File: src/rtl/mbca_pkg.sv
// ============================================================================
// mbca_pkg
// Shared types, constants and helpers of the MIME byte class analyzer.
// ============================================================================
`default_nettype none

package mbca_pkg;

    // Default width of the byte and line counters.
    localparam int COUNT_BITS_DEF = 32;

    // Reset value of the line length limit register.
    localparam logic [15:0] LINE_LIMIT_RESET = 16'd988;

    // Width of one result word, padded to whole bytes.
    localparam int RESULT_BITS = 296;

    // Characters the scanner looks for.
    localparam logic [7:0] CHAR_NUL   = 8'h00;
    localparam logic [7:0] CHAR_TAB   = 8'h09;
    localparam logic [7:0] CHAR_LF    = 8'h0A;
    localparam logic [7:0] CHAR_CR    = 8'h0D;
    localparam logic [7:0] CHAR_SPACE = 8'h20;
    localparam logic [7:0] CHAR_DEL   = 8'h7F;

    // Length of the "From " pattern.
    localparam logic [2:0] FROM_LEN = 3'd5;

    // Result class of a buffer.
    typedef enum logic [2:0] {
        CLS_BINARY     = 3'd0,
        CLS_EIGHT_DATA = 3'd1,
        CLS_EIGHT_TEXT = 3'd2,
        CLS_SEVEN_DATA = 3'd3,
        CLS_SEVEN_TEXT = 3'd4
    } data_class_t;

    // Decoded properties of one byte.
    typedef struct packed {
        logic is_nul;
        logic is_cr;
        logic is_lf;
        logic is_print;
        logic is_ctl;
        logic is_high;
        logic is_blank;
        logic is_from_f;
    } byte_class_t;

    // Character of "From " expected at a given match position.
    function automatic logic [7:0] from_char(input logic [2:0] pos);
        logic [7:0] c;
        case (pos)
            3'd0:    c = 8'h46; // 'F'
            3'd1:    c = 8'h72; // 'r'
            3'd2:    c = 8'h6F; // 'o'
            3'd3:    c = 8'h6D; // 'm'
            3'd4:    c = 8'h20; // ' '
            default: c = 8'h00;
        endcase
        return c;
    endfunction

endpackage

`default_nettype wire

File: src/rtl/mbca_byte_decode.sv
// ============================================================================
// mbca_byte_decode
// Sorts one byte into the classes that the analyzer counts.
// ============================================================================
`default_nettype none

module mbca_byte_decode
    import mbca_pkg::*;
(
    input  wire logic [7:0]  data_byte,
    output byte_class_t      byte_class
);

    // Exactly one of the counted classes is set for every byte.
    always_comb
    begin
        byte_class           = '0;
        byte_class.is_blank  = (data_byte == CHAR_TAB) || (data_byte == CHAR_SPACE);
        byte_class.is_from_f = (data_byte == from_char(3'd0));
        if (data_byte == CHAR_NUL)
        begin
            byte_class.is_nul = 1'b1;
        end
        else if (data_byte == CHAR_CR)
        begin
            byte_class.is_cr = 1'b1;
        end
        else if (data_byte == CHAR_LF)
        begin
            byte_class.is_lf = 1'b1;
        end
        else if ((data_byte == CHAR_TAB) || (data_byte inside {[8'h20:8'h7E]}))
        begin
            byte_class.is_print = 1'b1;
        end
        else if ((data_byte == CHAR_DEL) || (data_byte inside {[8'h00:8'h1F]}))
        begin
            byte_class.is_ctl = 1'b1;
        end
        else
        begin
            byte_class.is_high = 1'b1;
        end
    end

endmodule

`default_nettype wire

File: src/rtl/mime_byte_class_analyzer.sv
// ============================================================================
// mime_byte_class_analyzer
// Scans a message buffer one byte per word and classifies it on the last byte.
// ============================================================================
//
//  Channel   Dir  Handshake          Payload
//  s_*       in   s_tvalid/s_tready  s_tdata[7:0] data_byte, s_tlast last_byte
//  m_*       out  m_tvalid/m_tready  m_tdata: class, flags, nine 32-bit counts
//  cfg_*     in   cfg_we             cfg_wdata[15:0] line_limit
//
//  One byte is taken every cycle unless a last byte waits for the result
//  register. A byte goes through the input register and then updates the
//  counters; a last byte writes the result register instead, in that same cycle.
//  A waiting result stalls only a following last byte, not ordinary bytes.
//  Reset clears the counters and flags, sets the shortest line to all ones and sets the line limit to 988.
//
`default_nettype none

module mime_byte_class_analyzer
    import mbca_pkg::*;
#(
    parameter int COUNT_BITS = COUNT_BITS_DEF
)
(
    input  wire logic                   clk,
    input  wire logic                   rst_n,
    // Input stream: tdata[7:0] data_byte; tlast last_byte.
    input  wire logic                   s_tvalid,
    output logic                        s_tready,
    input  wire logic [7:0]             s_tdata,
    input  wire logic                   s_tlast,
    // Result stream, lowest bit up: data_class[2:0], trailing_space,
    // leading_from, longest_line, shortest_line, total_bytes, nul_total,
    // control_total, printable_total, high_bit_total, linefeed_total,
    // crlf_total (32 bits each), three zero pad bits.
    output logic                        m_tvalid,
    input  wire logic                   m_tready,
    output logic [RESULT_BITS-1:0]      m_tdata,
    // Line limit register write.
    input  wire logic                   cfg_we,
    input  wire logic [15:0]            cfg_wdata
);

    localparam int CMP_W = (COUNT_BITS > 16) ? COUNT_BITS : 16;
    localparam int CTL_W = COUNT_BITS + 3;

    typedef logic [COUNT_BITS-1:0] cnt_t;

    // Saturating increment.
    function automatic cnt_t sat_inc(input cnt_t v);
        return (v == '1) ? v : v + cnt_t'(1);
    endfunction

    // Clamp a counter to the 32-bit result field.
    function automatic logic [31:0] out32(input cnt_t v);
        cnt_t hi;
        hi = v >> 32;
        return (hi != '0) ? 32'hFFFF_FFFF : 32'(v);
    endfunction

    // Input register and control.
    logic        in_valid_reg;
    logic [7:0]  in_byte_reg;
    logic        in_last_reg;
    logic        out_valid_reg;
    logic        out_free;
    logic        advance;

    // Configuration and scan state.
    logic [15:0] line_limit_reg;
    cnt_t        nul_cnt_reg, cr_cnt_reg, lf_cnt_reg, crlf_cnt_reg, ctl_cnt_reg;
    cnt_t        print_cnt_reg, high_cnt_reg, byte_cnt_reg;
    cnt_t        line_len_reg, line_max_reg, line_min_reg;
    logic [7:0]  prev_reg, prev_prev_reg;
    logic [2:0]  from_match_reg;
    logic        ws_flag_reg, from_flag_reg;

    // Next values.
    cnt_t        nul_cnt_next, cr_cnt_next, lf_cnt_next, crlf_cnt_next, ctl_cnt_next;
    cnt_t        print_cnt_next, high_cnt_next, byte_cnt_next;
    cnt_t        line_len_next, line_max_next, line_min_next;
    logic [2:0]  from_match_next;
    logic        ws_flag_next, from_flag_next;

    logic [RESULT_BITS-1:0] result_reg, result_next;

    byte_class_t bc;
    logic        cr_before;
    cnt_t        len_inc, len_closed, len_final;
    cnt_t        max_mid, min_mid, max_fin, min_fin;
    logic        ws_line_end, ws_fin;
    logic [CTL_W-1:0] ctl_times5;
    logic        is_data;
    data_class_t cls;

    mbca_byte_decode u_decode
    (
        .data_byte  (in_byte_reg),
        .byte_class (bc)
    );

    // Handshake: a byte moves on unless it is a last byte and the result
    // register is still full.
    assign out_free = !out_valid_reg || m_tready;
    assign advance  = in_valid_reg && (!in_last_reg || out_free);
    assign s_tready = !in_valid_reg || advance;
    assign m_tvalid = out_valid_reg;
    assign m_tdata  = result_reg;

    // Per-byte update of the counters, lines and flags.
    always_comb
    begin
        cr_before      = (prev_reg == CHAR_CR);
        byte_cnt_next  = sat_inc(byte_cnt_reg);
        nul_cnt_next   = bc.is_nul   ? sat_inc(nul_cnt_reg)   : nul_cnt_reg;
        cr_cnt_next    = bc.is_cr    ? sat_inc(cr_cnt_reg)    : cr_cnt_reg;
        lf_cnt_next    = bc.is_lf    ? sat_inc(lf_cnt_reg)    : lf_cnt_reg;
        ctl_cnt_next   = bc.is_ctl   ? sat_inc(ctl_cnt_reg)   : ctl_cnt_reg;
        print_cnt_next = bc.is_print ? sat_inc(print_cnt_reg) : print_cnt_reg;
        high_cnt_next  = bc.is_high  ? sat_inc(high_cnt_reg)  : high_cnt_reg;
        crlf_cnt_next  = (bc.is_lf && cr_before) ? sat_inc(crlf_cnt_reg) : crlf_cnt_reg;

        // A line feed closes the line; a CR right before it is not counted.
        len_inc    = sat_inc(line_len_reg);
        len_closed = cr_before ? (len_inc - cnt_t'(2)) : (len_inc - cnt_t'(1));
        max_mid    = (bc.is_lf && (len_closed > line_max_reg)) ? len_closed : line_max_reg;
        min_mid    = (bc.is_lf && (len_closed < line_min_reg)) ? len_closed : line_min_reg;
        line_len_next = bc.is_lf ? '0 : len_inc;
        line_max_next = max_mid;
        line_min_next = min_mid;

        // Blank right before the line end, with or without a CR between.
        ws_line_end  = bc.is_lf && ((prev_prev_reg == CHAR_TAB || prev_prev_reg == CHAR_SPACE)
                                    && cr_before
                                    || prev_reg == CHAR_TAB || prev_reg == CHAR_SPACE);
        ws_flag_next = ws_flag_reg || ws_line_end;

        // Match of "From " at the start of a line.
        from_flag_next = from_flag_reg;
        if (bc.is_from_f && (prev_reg == CHAR_LF))
        begin
            from_match_next = 3'd1;
        end
        else if ((from_match_reg != 3'd0) && (from_match_reg < FROM_LEN)
                 && (in_byte_reg == from_char(from_match_reg)))
        begin
            if (from_match_reg + 3'd1 == FROM_LEN)
            begin
                from_match_next = 3'd0;
                from_flag_next  = 1'b1;
            end
            else
            begin
                from_match_next = from_match_reg + 3'd1;
            end
        end
        else
        begin
            from_match_next = 3'd0;
        end

        // The final line is closed at the end of the buffer as well.
        len_final = line_len_next;
        max_fin   = (len_final > max_mid) ? len_final : max_mid;
        min_fin   = (len_final < min_mid) ? len_final : min_mid;
        ws_fin    = ws_flag_next || bc.is_blank;

        // Control share above one fifth, tested as ctl * 5 > total.
        ctl_times5 = (CTL_W'(ctl_cnt_next) << 2) + CTL_W'(ctl_cnt_next);
        is_data = (CMP_W'(max_fin) > CMP_W'(line_limit_reg))
               || ((lf_cnt_next != crlf_cnt_next) && (crlf_cnt_next != '0))
               || (cr_cnt_next != crlf_cnt_next)
               || (ctl_times5 > CTL_W'(byte_cnt_next));

        if (nul_cnt_next != '0)
        begin
            cls = CLS_BINARY;
        end
        else if (high_cnt_next != '0)
        begin
            cls = is_data ? CLS_EIGHT_DATA : CLS_EIGHT_TEXT;
        end
        else
        begin
            cls = is_data ? CLS_SEVEN_DATA : CLS_SEVEN_TEXT;
        end

        result_next = {3'b000,
                       out32(crlf_cnt_next), out32(lf_cnt_next), out32(high_cnt_next),
                       out32(print_cnt_next), out32(ctl_cnt_next), out32(nul_cnt_next),
                       out32(byte_cnt_next), out32(min_fin), out32(max_fin),
                       from_flag_next, ws_fin, cls};
    end

    // Input register.
    always_ff @(posedge clk or negedge rst_n)
    begin
        if (!rst_n)
        begin
            in_valid_reg <= 1'b0;
        end
        else if (s_tready)
        begin
            in_valid_reg <= s_tvalid;
        end
    end

    always_ff @(posedge clk)
    begin
        if (s_tready && s_tvalid)
        begin
            in_byte_reg <= s_tdata;
            in_last_reg <= s_tlast;
        end
    end

    // Line limit register.
    always_ff @(posedge clk or negedge rst_n)
    begin
        if (!rst_n)
        begin
            line_limit_reg <= LINE_LIMIT_RESET;
        end
        else if (cfg_we)
        begin
            line_limit_reg <= cfg_wdata;
        end
    end

    // Scan state: updated per byte, cleared after the last byte.
    always_ff @(posedge clk or negedge rst_n)
    begin
        if (!rst_n)
        begin
            nul_cnt_reg    <= '0;
            cr_cnt_reg     <= '0;
            lf_cnt_reg     <= '0;
            crlf_cnt_reg   <= '0;
            ctl_cnt_reg    <= '0;
            print_cnt_reg  <= '0;
            high_cnt_reg   <= '0;
            byte_cnt_reg   <= '0;
            line_len_reg   <= '0;
            line_max_reg   <= '0;
            line_min_reg   <= '1;
            prev_reg       <= CHAR_LF;
            prev_prev_reg  <= CHAR_NUL;
            from_match_reg <= 3'd0;
            ws_flag_reg    <= 1'b0;
            from_flag_reg  <= 1'b0;
        end
        else if (advance)
        begin
            if (in_last_reg)
            begin
                nul_cnt_reg    <= '0;
                cr_cnt_reg     <= '0;
                lf_cnt_reg     <= '0;
                crlf_cnt_reg   <= '0;
                ctl_cnt_reg    <= '0;
                print_cnt_reg  <= '0;
                high_cnt_reg   <= '0;
                byte_cnt_reg   <= '0;
                line_len_reg   <= '0;
                line_max_reg   <= '0;
                line_min_reg   <= '1;
                prev_reg       <= CHAR_LF;
                prev_prev_reg  <= CHAR_NUL;
                from_match_reg <= 3'd0;
                ws_flag_reg    <= 1'b0;
                from_flag_reg  <= 1'b0;
            end
            else
            begin
                nul_cnt_reg    <= nul_cnt_next;
                cr_cnt_reg     <= cr_cnt_next;
                lf_cnt_reg     <= lf_cnt_next;
                crlf_cnt_reg   <= crlf_cnt_next;
                ctl_cnt_reg    <= ctl_cnt_next;
                print_cnt_reg  <= print_cnt_next;
                high_cnt_reg   <= high_cnt_next;
                byte_cnt_reg   <= byte_cnt_next;
                line_len_reg   <= line_len_next;
                line_max_reg   <= line_max_next;
                line_min_reg   <= line_min_next;
                prev_reg       <= in_byte_reg;
                prev_prev_reg  <= prev_reg;
                from_match_reg <= from_match_next;
                ws_flag_reg    <= ws_flag_next;
                from_flag_reg  <= from_flag_next;
            end
        end
    end

    // Result register.
    always_ff @(posedge clk or negedge rst_n)
    begin
        if (!rst_n)
        begin
            out_valid_reg <= 1'b0;
        end
        else if (advance && in_last_reg)
        begin
            out_valid_reg <= 1'b1;
        end
        else if (m_tready)
        begin
            out_valid_reg <= 1'b0;
        end
    end

    always_ff @(posedge clk)
    begin
        if (advance && in_last_reg)
        begin
            result_reg <= result_next;
        end
    end

    // A finished buffer leaves the scan state at its reset values.
    assert property (@(posedge clk) disable iff (!rst_n)
        advance && in_last_reg |=> byte_cnt_reg == '0 && prev_reg == CHAR_LF
                                   && line_min_reg == '1)
        else $error("scan state not cleared after last byte");

    // Every CR LF pair has been counted as a CR and as an LF.
    assert property (@(posedge clk) disable iff (!rst_n)
        crlf_cnt_reg <= lf_cnt_reg && crlf_cnt_reg <= cr_cnt_reg)
        else $error("CR LF count exceeds CR or LF count");

    // The pattern match never runs past its last character.
    assert property (@(posedge clk) disable iff (!rst_n)
        from_match_reg < FROM_LEN)
        else $error("From match position out of range");

    // A byte held in the input register keeps its value while stalled.
    assert property (@(posedge clk) disable iff (!rst_n)
        in_valid_reg && !advance |=> in_valid_reg && $stable(in_byte_reg)
                                     && $stable(in_last_reg))
        else $error("stalled input byte changed");

    // Any NUL byte makes the buffer binary.
    assert property (@(posedge clk) disable iff (!rst_n)
        m_tvalid && (m_tdata[132:101] != 32'd0) |-> m_tdata[2:0] == CLS_BINARY)
        else $error("buffer with NUL not classed binary");

endmodule

`default_nettype wire
File: config.mk
export PLATFORM = sky130hd
export DESIGN_NAME = mime_byte_class_analyzer
export DESIGN_NICKNAME = d
export VERILOG_FILES = /design/src/rtl/mbca_pkg.sv /design/src/rtl/mbca_byte_decode.sv /design/src/rtl/mime_byte_class_analyzer.sv
export SDC_FILE = /design/constraint.sdc
export NUM_CORES = 2
export LEC_CHECK = 0
export BUFFER_PORTS_ARGS = -buffer_cell sky130_fd_sc_hd__buf_2
export CORE_MARGIN = 3
export CORE_UTILIZATION = 65
export DETAILED_ROUTE_END_ITERATION = 10
export PLACE_DENSITY = 0.94
export SLEW_MARGIN = 20
export SYNTH_ARGS = -nofsm -noshare
export SYNTH_HDL_FRONTEND = slang
export SYNTH_HIERARCHICAL = 1
export SYNTH_SLANG_ARGS = --single-unit
File: constraint.sdc
create_clock -name clk -period 31.7 [get_ports clk]
set_clock_uncertainty 0.05 [all_clocks]
set_input_delay 6.34 -clock clk [delete_from_list [all_inputs] [get_ports clk]]
set_output_delay 6.34 -clock clk [all_outputs]
set_load 0.02 [all_outputs]
# [Word level (Yosys, flattened, before mapping)]
# Cells that the tools add are included.
[word_totals] regBits=693 input_bits=30 output_inout_bits=298 elab_cells=175
[classes] addsub=13 order_cmp=11 eq_ne=29 muxes=61 reduce_logical=38
[op_table] cell="32-bit two-way mux" n=33
[op_table] cell="32-bit by 1-bit adder with 32-bit output (second input constant)" n=9
[op_table] cell="32-bit equality test (second input constant)" n=9
[op_table] cell="32-bit nonzero test" n=3
[op_table] cell="32-bit > comparator" n=2
[op_table] cell="32-bit < comparator" n=2
[op_table] cell="32-bit != test" n=2
[op_table] cell="8-bit by 4-bit equality test with 1-bit output (second input constant)" n=7
[op_table] cell="34-bit by 32-bit adder with 35-bit output" n=1
[op_table] cell="35-bit by 32-bit > comparator with 1-bit output" n=1
[op_table] cell="7-bit one-hot mux with 5 select lines" n=1
[op_table] cell="32-bit by 16-bit > comparator with 1-bit output" n=1
[op_table] cell="32-bit by 1-bit subtractor with 32-bit output (second input constant)" n=1
[op_table] cell="32-bit by 2-bit subtractor with 32-bit output (second input constant)" n=1
[op_table] cell="8-bit by 6-bit equality test with 1-bit output (second input constant)" n=3
[op_table] cell="8-bit two-way mux" n=3
[op_table] cell="3-bit two-way mux" n=7
[op_table] cell="8-bit by 7-bit equality test with 1-bit output (second input constant)" n=2
[op_table] cell="1-bit logical AND" n=14
[op_table] cell="1-bit logical OR" n=14
[op_table] cell="1-bit two-way mux" n=13
[op_table] cell="8-bit equality test" n=1
[op_table] cell="8-bit by 1-bit greater-or-equal comparator with 1-bit output (second input constant)" n=1
[op_table] cell="8-bit by 6-bit greater-or-equal comparator with 1-bit output (second input constant)" n=1
[op_table] cell="15 further kinds" n=20

# [Logic depth before layout (Yosys ltp)]
[logic_depth] ltp_word=18 ltp_mapped=52 depth_no_buf=43

# [By module]
# Netlist, hierarchy kept.
[by_module_without_submodules] module="mime_byte_class_analyzer" instances=1 cells_each=4316 area_per_inst_um2=41483.5
[by_module_without_submodules] module="mbca_byte_decode" instances=1 cells_each=23 area_per_inst_um2=160.2

# [Worst setup path before layout]
# No wires, ideal clock.
[synth_path] kind="input -> register" from="input port m_tready" to="register result_reg[0], in the netlist m_tdata[0], enable pin" arrival_time_ns=12.836 setup_slack_ns=18.171 path_stages=6 n_path_buf=2 path_cell_list="nand3b_1 and2_1 clkbuf_1 clkbuf_1 nand2_1 inv_1"
[synth_between] elab_chain_cells=4
[synth_rtl] element="from (decl)" line="mime_byte_class_analyzer.sv:37" source="input wire logic m_tready,"
[synth_rtl] element="1-bit logical OR" line="mime_byte_class_analyzer.sv:104" source="assign out_free = !out_valid_reg || m_tready;"
[synth_rtl] element="1-bit logical OR" line="mime_byte_class_analyzer.sv:105" source="assign advance = in_valid_reg && (!in_last_reg || out_free);"
[synth_rtl] element="1-bit logical AND" line="mime_byte_class_analyzer.sv:105"
[synth_rtl] element="1-bit logical AND" line="mime_byte_class_analyzer.sv:314" source="if (advance && in_last_reg)"
[synth_rtl] element="to (signal assigned)" line="mime_byte_class_analyzer.sv:316" source="result_reg <= result_next;"
[synth_rtl] element="to (decl)" line="mime_byte_class_analyzer.sv:85" source="logic [RESULT_BITS-1:0] result_reg, result_next;"
# No other way between the ends.
# A chain may end at the register's enable or synchronous reset.

# [Worst setup path after layout]
[layout_path] from="register line_len_reg[1]" to="register result_reg[1], in the netlist m_tdata[1] (data pin)"
[layout_between] elab_chain_cells=15
[layout_rtl] element="from (decl)" line="mime_byte_class_analyzer.sv:73" source="cnt_t line_len_reg, line_max_reg, line_min_reg;"
[layout_rtl] element="from (signal assigned)" line="mime_byte_class_analyzer.sv:283" source="line_len_reg <= line_len_next;"
[layout_rtl] element="32-bit by 1-bit adder with 32-bit output / 32-bit equality test (equally long branches)" line="mime_byte_class_analyzer.sv:51" source="return (v == '1) ? v : v + cnt_t'(1);"
[layout_rtl] element="32-bit two-way mux *" line="mime_byte_class_analyzer.sv:51"
[layout_rtl] element="32-bit by 1-bit subtractor with 32-bit output / 32-bit by 2-bit subtractor with 32-bit output (equally long branches)" line="mime_byte_class_analyzer.sv:125" source="len_closed = cr_before ? (len_inc - cnt_t'(2)) : (len_inc - cnt_t'(1));"
[layout_rtl] element="32-bit two-way mux" line="mime_byte_class_analyzer.sv:125"
[layout_rtl] element="32-bit > comparator" line="mime_byte_class_analyzer.sv:126" source="max_mid = (bc.is_lf && (len_closed > line_max_reg)) ? len_closed : line_max_reg;"
[layout_rtl] element="1-bit logical AND" line="mime_byte_class_analyzer.sv:126"
[layout_rtl] element="32-bit two-way mux" line="mime_byte_class_analyzer.sv:126"
[layout_rtl] element="32-bit > comparator" line="mime_byte_class_analyzer.sv:164" source="max_fin = (len_final > max_mid) ? len_final : max_mid;"
[layout_rtl] element="32-bit two-way mux *" line="mime_byte_class_analyzer.sv:164"
[layout_rtl] element="via max_fin[9]" line="mime_byte_class_analyzer.sv:90" source="cnt_t max_mid, min_mid, max_fin, min_fin;"
[layout_rtl] element="32-bit by 16-bit > comparator with 1-bit output *" line="mime_byte_class_analyzer.sv:170" source="is_data = (CMP_W'(max_fin) > CMP_W'(line_limit_reg))"
[layout_rtl] element="1-bit logical OR *" line="mime_byte_class_analyzer.sv:171" source="|| ((lf_cnt_next != crlf_cnt_next) && (crlf_cnt_next != '0))"
[layout_rtl] element="1-bit logical OR *" line="mime_byte_class_analyzer.sv:172" source="|| (cr_cnt_next != crlf_cnt_next)"
[layout_rtl] element="1-bit logical OR *" line="mime_byte_class_analyzer.sv:173" source="|| (ctl_times5 > CTL_W'(byte_cnt_next));"
[layout_rtl] element="3-bit two-way mux / 2-bit two-way mux (equally long branches)" line="mime_byte_class_analyzer.sv:185, mime_byte_class_analyzer.sv:181"
[layout_rtl] element="3-bit two-way mux *" line="mime_byte_class_analyzer.sv:179" source="else if (high_cnt_next != '0)"
# Mark *: on every way through the listed nets, which the timed path passes. The rest lies on a longest branch.

==> metrics.txt <==
status completed; largest net degree at the start of global routing 202; DRT Pass-1 Iters 6; Hold/Removal Path Class reg2reg; Nets 4790; Worst setup SP type register; Die Area roughly 67000 um2; Post-Place Worst Slack approximately 18000 ps; via count 36300; Final Hold Violating Endpoints 0; Synth Register Bits about 700; DP Cell Count around 5300; fin crit share 42.8%; Area Overhead vs Synth 11.0%; switching fraction of total power just over 30%; post-synth cell types 99; clock slew at reported path FFs roughly 60 ps; gpl congestion 1.03; htree depth 3; post-synth top area cell edfxtp_1; setup ws final ~18000 ps; mean post-synth cell area 9.60 um2; final-report max-slew violation count 0; Adder-Cell Fraction of Synth Area approximately 6.6%; commonest non-fill, non-tap cell in the layout nand2_1; Hold EP prev_prev_reg[1]; Hold Buf Count CTS 0; CTS tree yes; Crit. End Element register; clk_lat worst skew between 600 and 700 ps; synth warn 6; Die Y 259 um; Post-Syn Area 41600 um2; Worst EP required 32110 ps; Placed Area 43700 um2; All-Layer GR Usage a little over a third; Async SR Flop Fraction 56.4%; RR Endpoint m_tdata[1]; Max Fclk 0.0737 GHz; worst hold slack 410 ps; DP Wirelength 83600 um; largest family of logic cells by synthesized area simple AND/OR/NAND/NOR gates; logic gate share of total power 19.9%; top cell type's share of synthesized area 21.8%; number of flops mapped to enable cells by yosys ~300; fraction of layout cells with a size suffix above 1 12.9%; clk sinks 693; Seq/Total Area, Yosys a little under half; initial antenna violation count 6; R2R cell count 44; crit-path max cell delay about 860 ps; VDD IR max around 0.064 mV; Final ANT Viol Nets 0; Worst-Margin Slew 1060 ps; critical path arrival 13980 ps; clk buf depth 3; crit-path leading delay family compound AO/OA/AOI/OAI gates; CP bufs+invs 4; IO Pins 328; XOR/XNOR Fraction of Synth Area around 7.9%; main flop type after synthesis dfrtp_1; gr ovfl total 0; P_int around 1.7 mW; Seq pwr share around 43%; min Tclk post-route 13570 ps; reg2reg start line_len_reg[1]; global-route wire length before repair between 150000 and 200000 um; power share of the clock group 36.7%; total setup buffers inserted after CTS 0; hold wc startpoint prev_prev_reg[1]; standard-cell row count 92; RSZ-0062 raised after global routing no; DRC 0; Post-CTS Resized 0; critical path launch point line_len_reg[1]; root buf cell clkbuf_16; Slew HR 29.0%; PD cells 52.3 nW/um2; vias in the first global route around 35000; WHS Path Cells 2; Core Area 63200 um2; Post-Route Utilization between 70 and 80%; WL per Instance 22.4 um; Net Switching about 750 uW; post-synthesis mux area share 2.95%; post-route cell area 46200 um2; DIE WIDTH around 260 um; complex-gate fraction of the synthesized area 14.5%; Cell Count, Final, Fillers Out 5452; Total Negative Setup Slacks 0 ps; CTS Buf Count 76; DR iter-0 viols 4633; maxcap violations 0; most frequent cells in the layout nand2_1, dfrtp_1, o21ai_0; worst reg2reg setup slack between 15000 and 20000 ps; final setup vio count 0; Port-buffer cells roughly 320; max reg flops 293; Synth area leaders edfxtp_1, dfrtp_1, ha_1; cell count after synthesis 4339; Leak between 20 and 25 nW; type of the worst setup path reg2reg; initial core utilization 65.9%; DRT Wirelength around 120000 um; Max stage delay cell, worst path and4_1; Total Power 2.42 mW; Worst Path Max Fanout 62; DR vias/cell 6.66; simple-gate portion of the synthesized area about 18%
cells by family after synthesis:
kind of cell	Yosys count
AOI/OAI and AO/OA	955
xor gates and xnor gates	358
adders and majority gates	219
buffers and inverters	498
DFF	693
muxes	121
other	1
and+or+nand+nor	1494
routing by layer:
metal	wire length, um	GRT usage [%]
met1	45400	47.3
met2	55900	56.1
met3	13500	7.46
met4	7360	19.1
met5	26	0
cells in the mapped netlist (36+ instances only):
library cell  number
a21o_1            53
a21oi_1          194
a22o_1            60
and3_1            65
clkbuf_1         198
dfrtp_1          350
dfstp_2           41
edfxtp_1         302
ha_1             218
inv_1            260
mux2i_1          108
nand2_1          484
nand3_1          156
nand4_1          132
nor2_1           244
nor3_1            91
nor4_1            54
o21ai_0          332
o22ai_1           55
o31ai_1           36
xnor2_1          212
xor2_1           136
area by class of cell:
cell class / instances / area, um2
clock inverters: 43 / 414
flip-flops and latches: 693 / 18900
clock buffers: 99 / 2050
repair buffers: 360 / 1910
inverters: 260 / 983
multi-input cells: 3150 / 20900
well taps: 846 / 1060
diodes: 1 / 2.50
fillers: 4157 / 17000
tightest hold or removal path: cells and delay by family, from the launching register on:
kind | cells | cell delay [ps]
flops | 1 | 330
simple gates | 2 | 100
how the worst max path moves through the flow:
| stage | slack [ps] | endpoint | depth (start not counted) |
|---|---|---|---|
| floorplan | 18170 | m_tdata[0] | 6 |
| finish | 18130 | m_tdata[1] | 44 |
| detailed placement | 18320 | m_tdata[1] | 43 |
| global route | 17270 | m_tdata[1] | 43 |
| global placement | 18490 | s_tready | 3 |
| CTS | 18070 | m_tdata[1] | 43 |
power by group through the flow:
stage,Clock [mW],Combinational (mW),Sequential [mW]
global route,0.930,0.515,1.06
floorplan,0,0.299,1.07
finish,0.887,0.482,1.05
CTS,0.892,0.469,1.05
detailed placement,0,0.461,1.06
global placement,0,0.447,1.06
No activity file was read; power rests on OpenSTA's default activity.
